## src/sv/psc_pkg.sv

```systemverilog
// psc_pkg: shared types and constants for the per-sender cooldown limiter
// used by psc_cell and per_sender_cooldown_limiter; no dependencies

package psc_pkg;

  // table size and derived widths
  localparam int unsigned SlotCount = 8;
  localparam int unsigned VictimW   = (SlotCount > 1) ? $clog2(SlotCount) : 1;

  // field widths
  localparam int unsigned IdW   = 32;
  localparam int unsigned TimeW = 32;
  localparam int unsigned CfgW  = 32;

  // reset values of the cooldown registers
  localparam logic [CfgW-1:0] DirectCooldownRst  = CfgW'(15 * 1000);
  localparam logic [CfgW-1:0] ChannelCooldownRst = CfgW'(60 * 1000);

  // configuration register indexes
  typedef enum logic [0:0] {
    CFG_DIRECT_COOLDOWN  = 1'b0,
    CFG_CHANNEL_COOLDOWN = 1'b1
  } cfg_idx_e;

  // request token travelling down the row of cells
  typedef struct packed {
    logic             valid;
    logic             hit;
    logic             limited;
    logic [IdW-1:0]   sender;
    logic [TimeW-1:0] now;
    logic [CfgW-1:0]  cooldown;
  } token_t;

  // slot overwrite for the round-robin victim
  typedef struct packed {
    logic             en;
    logic [IdW-1:0]   sender;
    logic [TimeW-1:0] stamp;
  } slot_wr_t;

endpackage

```

## src/sv/psc_cell.sv

```systemverilog
// psc_cell: one table slot (sender id and last served time) with its matcher
// depends on psc_pkg for the token and slot write types

module psc_cell (
  input  logic              clk_i,
  input  logic              rst_ni,
  input  psc_pkg::token_t   tok_i,
  input  psc_pkg::slot_wr_t wr_i,
  output psc_pkg::token_t   tok_o
);

  logic [psc_pkg::IdW-1:0]   sender_q, sender_d;
  logic [psc_pkg::TimeW-1:0] stamp_q, stamp_d;
  psc_pkg::token_t           tok_q, tok_d;
  logic [psc_pkg::TimeW-1:0] elapsed;
  logic                      match;
  logic                      too_soon;

  // match only the first slot whose sender id equals the request's
  assign match    = tok_i.valid && !tok_i.hit && (sender_q == tok_i.sender);
  assign elapsed  = tok_i.now - stamp_q;
  assign too_soon = elapsed < tok_i.cooldown;

  // slot update and token hand-on
  always_comb begin
    sender_d = sender_q;
    stamp_d  = stamp_q;
    tok_d    = tok_i;
    if (match) begin
      tok_d.hit     = 1'b1;
      tok_d.limited = too_soon;
      if (!too_soon) begin
        stamp_d = tok_i.now;
      end
    end
    if (wr_i.en) begin
      sender_d = wr_i.sender;
      stamp_d  = wr_i.stamp;
    end
  end

  always_ff @(posedge clk_i or negedge rst_ni) begin
    if (!rst_ni) begin
      sender_q <= '0;
      stamp_q  <= '0;
      tok_q    <= '0;
    end else begin
      sender_q <= sender_d;
      stamp_q  <= stamp_d;
      tok_q    <= tok_d;
    end
  end

  assign tok_o = tok_q;

endmodule

```

## src/sv/per_sender_cooldown_limiter.sv

```systemverilog
// per_sender_cooldown_limiter: top level, request launch, cooldown registers,
// victim pointer and the row of psc_cell slots; depends on psc_pkg and psc_cell

// A request is taken when start is high and busy is low. It then walks the
// row of slot cells, one cell per clock. The answer appears on done_o /
// limited_o for one cycle when the request leaves the last cell, and busy
// drops at the edge that ends that cycle; no new request is taken while
// busy is high, so the row holds one request at a time. The result is
// shown once and cannot be held off: the receiver must take it in
// that cycle. Write the cooldown registers only while no request is in
// flight: busy low and start not raised at the same edge.

module per_sender_cooldown_limiter (
  input  logic                      clk_i,
  input  logic                      rst_ni,
  input  logic                      cfg_we_i,
  input  logic [0:0]                cfg_idx_i,
  input  logic [psc_pkg::CfgW-1:0]  cfg_wdata_i,
  input  logic                      start,
  input  logic [psc_pkg::IdW-1:0]   sender_id_i,
  input  logic [psc_pkg::TimeW-1:0] now_ms_i,
  input  logic                      is_direct_i,
  output logic                      busy,
  output logic                      done_o,
  output logic                      limited_o
);

  logic [psc_pkg::CfgW-1:0]    direct_cd_q, channel_cd_q;
  logic                        busy_q, busy_d;
  logic                        accept;
  logic [psc_pkg::VictimW-1:0] victim_q, victim_d;
  psc_pkg::token_t             req_q, req_d;
  psc_pkg::token_t             tok [psc_pkg::SlotCount+1];
  psc_pkg::token_t             tail;
  psc_pkg::slot_wr_t           wr [psc_pkg::SlotCount];
  logic                        miss;
  logic [psc_pkg::SlotCount:0] valid_vec;

  assign accept = start && !busy_q;
  assign tail   = tok[psc_pkg::SlotCount];
  assign miss   = tail.valid && !tail.hit;

  // cooldown registers
  always_ff @(posedge clk_i or negedge rst_ni) begin
    if (!rst_ni) begin
      direct_cd_q  <= psc_pkg::DirectCooldownRst;
      channel_cd_q <= psc_pkg::ChannelCooldownRst;
    end else if (cfg_we_i) begin
      unique case (psc_pkg::cfg_idx_e'(cfg_idx_i))
        psc_pkg::CFG_DIRECT_COOLDOWN:  direct_cd_q  <= cfg_wdata_i;
        psc_pkg::CFG_CHANNEL_COOLDOWN: channel_cd_q <= cfg_wdata_i;
        default: ;
      endcase
    end
  end

  // request launch token
  always_comb begin
    req_d          = '0;
    req_d.valid    = accept;
    req_d.sender   = sender_id_i;
    req_d.now      = now_ms_i;
    req_d.cooldown = is_direct_i ? direct_cd_q : channel_cd_q;
  end

  // busy from accept until the result cycle
  always_comb begin
    busy_d = busy_q;
    if (accept) begin
      busy_d = 1'b1;
    end else if (tail.valid) begin
      busy_d = 1'b0;
    end
  end

  // round-robin victim pointer, advanced on a miss
  always_comb begin
    victim_d = victim_q;
    if (miss) begin
      if (victim_q == psc_pkg::VictimW'(psc_pkg::SlotCount - 1)) begin
        victim_d = '0;
      end else begin
        victim_d = victim_q + psc_pkg::VictimW'(1);
      end
    end
  end

  always_ff @(posedge clk_i or negedge rst_ni) begin
    if (!rst_ni) begin
      busy_q   <= 1'b0;
      victim_q <= '0;
      req_q    <= '0;
    end else begin
      busy_q   <= busy_d;
      victim_q <= victim_d;
      req_q    <= req_d;
    end
  end

  assign tok[0] = req_q;

  // row of slot cells
  for (genvar g = 0; g < psc_pkg::SlotCount; g++) begin : g_cell
    assign wr[g].en     = miss && (victim_q == psc_pkg::VictimW'(g));
    assign wr[g].sender = tail.sender;
    assign wr[g].stamp  = tail.now;

    psc_cell u_cell (
      .clk_i  (clk_i),
      .rst_ni (rst_ni),
      .tok_i  (tok[g]),
      .wr_i   (wr[g]),
      .tok_o  (tok[g+1])
    );
  end

  // valid bits along the row, for checking
  for (genvar g = 0; g <= psc_pkg::SlotCount; g++) begin : g_vld
    assign valid_vec[g] = tok[g].valid;
  end

  assign busy      = busy_q;
  assign done_o    = tail.valid;
  assign limited_o = tail.valid && tail.limited;

`ifndef SYNTHESIS
  // at most one request in flight along the row
  a_one_token: assert property (@(posedge clk_i) disable iff (!rst_ni)
    $onehot0(valid_vec))
    else $error("more than one request in the cell row");

  // a result only while busy
  a_done_busy: assert property (@(posedge clk_i) disable iff (!rst_ni)
    done_o |-> busy)
    else $error("result without a request in flight");

  // busy drops right after the result
  a_done_free: assert property (@(posedge clk_i) disable iff (!rst_ni)
    done_o |=> !busy)
    else $error("busy held after the result");

  // an accepted request launches into the row
  a_launch: assert property (@(posedge clk_i) disable iff (!rst_ni)
    (start && !busy) |=> (busy && req_q.valid))
    else $error("accepted request not launched");

  // a sender with no matching slot always passes
  a_miss_pass: assert property (@(posedge clk_i) disable iff (!rst_ni)
    miss |-> !limited_o)
    else $error("new sender limited");
`endif

endmodule
```

## config.mk

```make
export PLATFORM = sky130hd
export DESIGN_NAME = per_sender_cooldown_limiter
export DESIGN_NICKNAME = d
export VERILOG_FILES = /design/src/sv/psc_pkg.sv /design/src/sv/psc_cell.sv /design/src/sv/per_sender_cooldown_limiter.sv
export SDC_FILE = /design/constraint.sdc
export NUM_CORES = 2
export LEC_CHECK = 0
export BUFFER_PORTS_ARGS = -buffer_cell sky130_fd_sc_hd__buf_2
export CORE_MARGIN = 2
export CORE_UTILIZATION = 45
export CTS_CLUSTER_DIAMETER = 120
export CTS_CLUSTER_SIZE = 24
export DETAILED_ROUTE_END_ITERATION = 8
export SYNTH_ARGS = -nofsm -noshare
export SYNTH_HDL_FRONTEND = slang
export SYNTH_SLANG_ARGS = --single-unit
```

## constraint.sdc

```tcl
create_clock -name clk_i -period 13.1 [get_ports clk_i]
set_input_delay 0.655 -clock clk_i [delete_from_list [all_inputs] [get_ports clk_i]]
set_output_delay 0.655 -clock clk_i [all_outputs]
set_load 0.01 [all_outputs]
```

==> summary.txt <==
Synthesis
  • Post-synthesis async set-or-reset flop share: 100.0%
  • Synth cell types: 87
  • Sequential area share after synthesis: 51.80%
  • Net Count, Synth: 7134
  • Number of synthesized flops with an enable pin: 0
  • Synthesis-stage register bit count: 1437
  • Synth Flop Type: dfrtp_1
  • Synth warn: 0
  • Gate Count Post-Synth: 6522
  • Syn avg cell area: 10.65 µm²
  • Cell Area, Synth: 69450 µm²

Place
  • Post-detail-place hpwl: roughly 130 mm
  • Placer Congestion: 0.8675
  • Inst Count DP: around 8500
  • PortBufs: 104
  • Pre-CTS setup slack: 6629 ps

Drt
  • Vias: 46380
  • Detailed Route WL: 164.4 mm
  • Detailed Routing Iterations Pass 1: 6
  • Routed len/inst: 19.09 µm
  • Drc violations: 0
  • Antenna Nets Post-Route: 0
  • Drt initial violations: ~3400
  • Vias per inst: 5.383

Final layout
  • Final nets: 7160
  • Fraction of layout instances using a drive strength above 1: 8.439%
  • Post-route insts no fill: 8616
  • Sequential cell area: 35980 µm²
  • Fillers: 13920
  • Area of the multi-input gates: between 30000 and 40000 µm²
  • Final Util: 48.40%
  • P&R area growth vs syn: 7.102%

STA
  • Endpoints failing hold: 0
  • Max Fclk: 0.1562 GHz
  • Final setup viols: 0
  • Final period util: 48.87%
  • Worst clock skew: 46.22 ps
  • Final WS setup: around 6700 ps
  • Setup TNS: 0 ps
  • Slew headroom: 14.44%
  • RSZ-0062 raised after global routing: false
  • Slew @ Worst Pin: between 1000 and 1500 ps
  • Tmin final: 6402 ps
  • Final Max Tran Viols: 0

Setup path
  • Worst EP arrival: between 6000 and 7000 ps
  • Req. time, crit path: 13640 ps
  • CP startpoint kind: flip-flop
  • CP max FO: 32
  • Crit. End Element: flip-flop
  • Reg2Reg Depth: 21
  • Critical path type: reg2reg

Power and ir drop
  • Max VDD drop: approximately 0.13 mV
  • LEAKAGE: 0.03506 µW
  • Cell area power density: roughly 170 nW/µm²
  • Power, Total: 12870 µW
  • Combinational power share: a little over a third
  • Clock network power share: 18.7%
  • NetSw: 4555 µW
  • Internal power: about 8300 µW
  • Switching share of power: 35.40%
  • Sequential group share of total power: 45.1%

Clock network
  • Resized cells post-CTS: 0
  • H-tree depth: 3
  • Clk buf depth: 3
  • Cts bufs inserted: 69
  • Clk_lat worst skew: around 730 ps
  • CTS tree: built
  • Worst-path clk slew: about 90 ps
  • Sink Count: 1437
  • CTS root buffer: clkbuf_16

GRT
  • Pin count of the biggest net entering global routing: roughly 160
  • GRT Residual Overflow: 0
  • Vias in the first global route: 46270
  • Total GRT Usage: 20.95%
  • Initial antenna violation count: 3
  • First-pass GRT wire length: between 200 and 300 mm

Floorplanning
  • Initial Util: 45.19%
  • I/O Pins: 105
  • Area of the die: 157500 µm²
  • Core ar.: 153700 µm²
  • Chip height: 396.9 µm
  • Row cnt: around 140
  • Die width: about 400 µm

Outcome
  • Status: finished, final reports clean

Worst hold path
  • Hold Path Stages: 1
  • Hold Path Class: in2reg

Job
  • Total of max-cap violations: 0
registers in the layout (all words and copies together) (netlist names):
signal / cells
victim_q: 3
req_q: 97
g_cell.u_cell.sender_q: 256
direct_cd_q: 32
g_cell.u_cell.tok_o: 760
channel_cd_q: 32
busy: 1
g_cell.u_cell.stamp_q: 256
Yosys cell counts (14+ instances only):
library cell	number	area share (%)
a31oi_1	25	0.23
xor2_1	202	2.5
clkbuf_2	32	0.23
mux2i_1	70	1.0
o22ai_1	157	1.4
o21ai_1	25	0.18
o21ai_0	207	1.5
a211oi_1	120	1.3
ha_1	502	9.0
nand2b_1	41	0.37
inv_1	574	3.1
nand3_1	62	0.45
a211o_1	39	0.49
o31ai_1	19	0.21
mux2_2	198	3.2
nor2b_1	47	0.42
buf_2	16	0.12
a21o_1	200	2.2
buf_1	23	0.12
xnor2_1	264	3.3
a21boi_0	16	0.17
nand2_1	724	3.9
o21bai_1	42	0.45
o21a_1	50	0.54
a21oi_1	299	2.2
nand4_1	98	0.88
nor3_1	178	1.3
o221a_2	60	0.97
and2_1	15	0.14
dfstp_2	14	0.53
and3_1	60	0.54
o211ai_1	19	0.21
dfrtp_1	1423	51
nor4_1	32	0.29
or3_1	16	0.14
nor2_1	306	1.7
clkbuf_1	159	0.86
cells by family after synthesis:
family	count (synthesis)	share of synthesized area (%)
AO/OA/AOI/OAI	1377	13.35
XOR/XNOR	466	5.877
adder cells (fa/ha/maj)	510	9.274
buffers and inverters	812	4.556
flip-flops	1437	51.80
multiplexers	268	4.219
AND/OR/NAND/NOR	1652	10.93
cells in the final DEF, fill, tap and decap left out, drive strengths merged, types with 10 or more instances in the layout:
cell	n
inv	575
o21bai	42
a21boi	16
mux2i	70
and3	60
buf	152
dfrtp	1423
o22ai	157
o21a	50
clkbuf	82
xnor2	264
nor2b	47
nor4	33
a2111oi	15
dlygate4sd3	41
a211o	39
nor3	179
nand2b	41
dfstp	14
o31ai	23
nand3b	12
or3	16
mux2	198
o221a	60
o211ai	19
a21oi	301
a21o	200
a211oi	120
o21ai	235
a31oi	25
nor4b	12
and4	10
xor2	202
nand4	99
nand2	724
or2	13
nand3	62
and2	15
ha	502
nor2	306
metrics by stage:
step | area [µm²] | hold slack, ps
floorplan | 69450 | 346.2
global placement | 72030 | 355.3
detailed placement | 72030 | 355.8
CTS | 74370 | 1.020
global route | 74370 | 20.16
finish | 74380 | 46.79
critical path: stages (launching register included):
cell and delay [ps]:
dfrtp_1 400, inv_1 80, ha_1 160, inv_1 50, fa_1 410, a211oi_1 290
o21ai_0 150, a211oi_1 480, a21oi_1 270, a31oi_1 310, o21ai_1 160, o21ai_1 290
o221ai_1 200, xor2_1 180, ha_1 300, a21o_1 160, a221oi_1 270, o21ai_0 190
a31oi_1 490, nand2b_2 960, mux2i_1 260, o21ai_0 110
layout make-up:
type	count	area share, %
Clock inverter	6	0.1396
Tap cell	2044	3.438
Antenna cell	7	0.02355
Clock buffer	82	2.444
Sequential cell	1437	48.37
Timing Repair Buffer	193	1.823
Inverter	574	2.897
Multi-Input combinational cell	4273	40.87
path summary, 6_finish.rpt:
path	startpoint	end	slack, ps
max	req_q[32]	g_cell[0].u_cell.stamp_q[17]	6700
min	sender_id_i[10]	req_q[74]	50
max reg2reg	req_q[32]	g_cell[0].u_cell.stamp_q[17]	6700
min reg2reg	req_q[25]	g_cell[0].u_cell.tok_o[25]	370
max in group asynchronous	rst_ni	g_cell[5].u_cell.stamp_q[25]	9510
min in group asynchronous	rst_ni	req_q[65]	580
power groups by stage:
| stage | Combinational (µW) | Clock [µW] | Sequential, µW |
|---|---|---|---|
| after floorplan | 3600 | 0 | 5660 |
| after global placement | 4530 | 0 | 5870 |
| after detailed placement | 4660 | 0 | 5900 |
| after CTS | 4700 | 2500 | 5810 |
| after global routing | 5290 | 2670 | 5920 |
| final | 4650 | 2410 | 5810 |
timing repair:
item	in CTS	in global routing
hold buffers	41	0
buffers inserted	0	0
endpoints found under the hold margin	186	0
routing by layer:
| metal | global-route usage, % | up-vias | routed length [µm] |
|---|---|---|---|
| li1 | - | 22530 | - |
| met4 | 4.868 | 0 | 2943 |
| met2 | 32.51 | 825 | 72710 |
| met3 | 2.095 | 154 | 6090 |
| met5 | 0 | - | 0 |
| met1 | 31.58 | 22860 | 82700 |
Power figures use the tool's default switching activity.
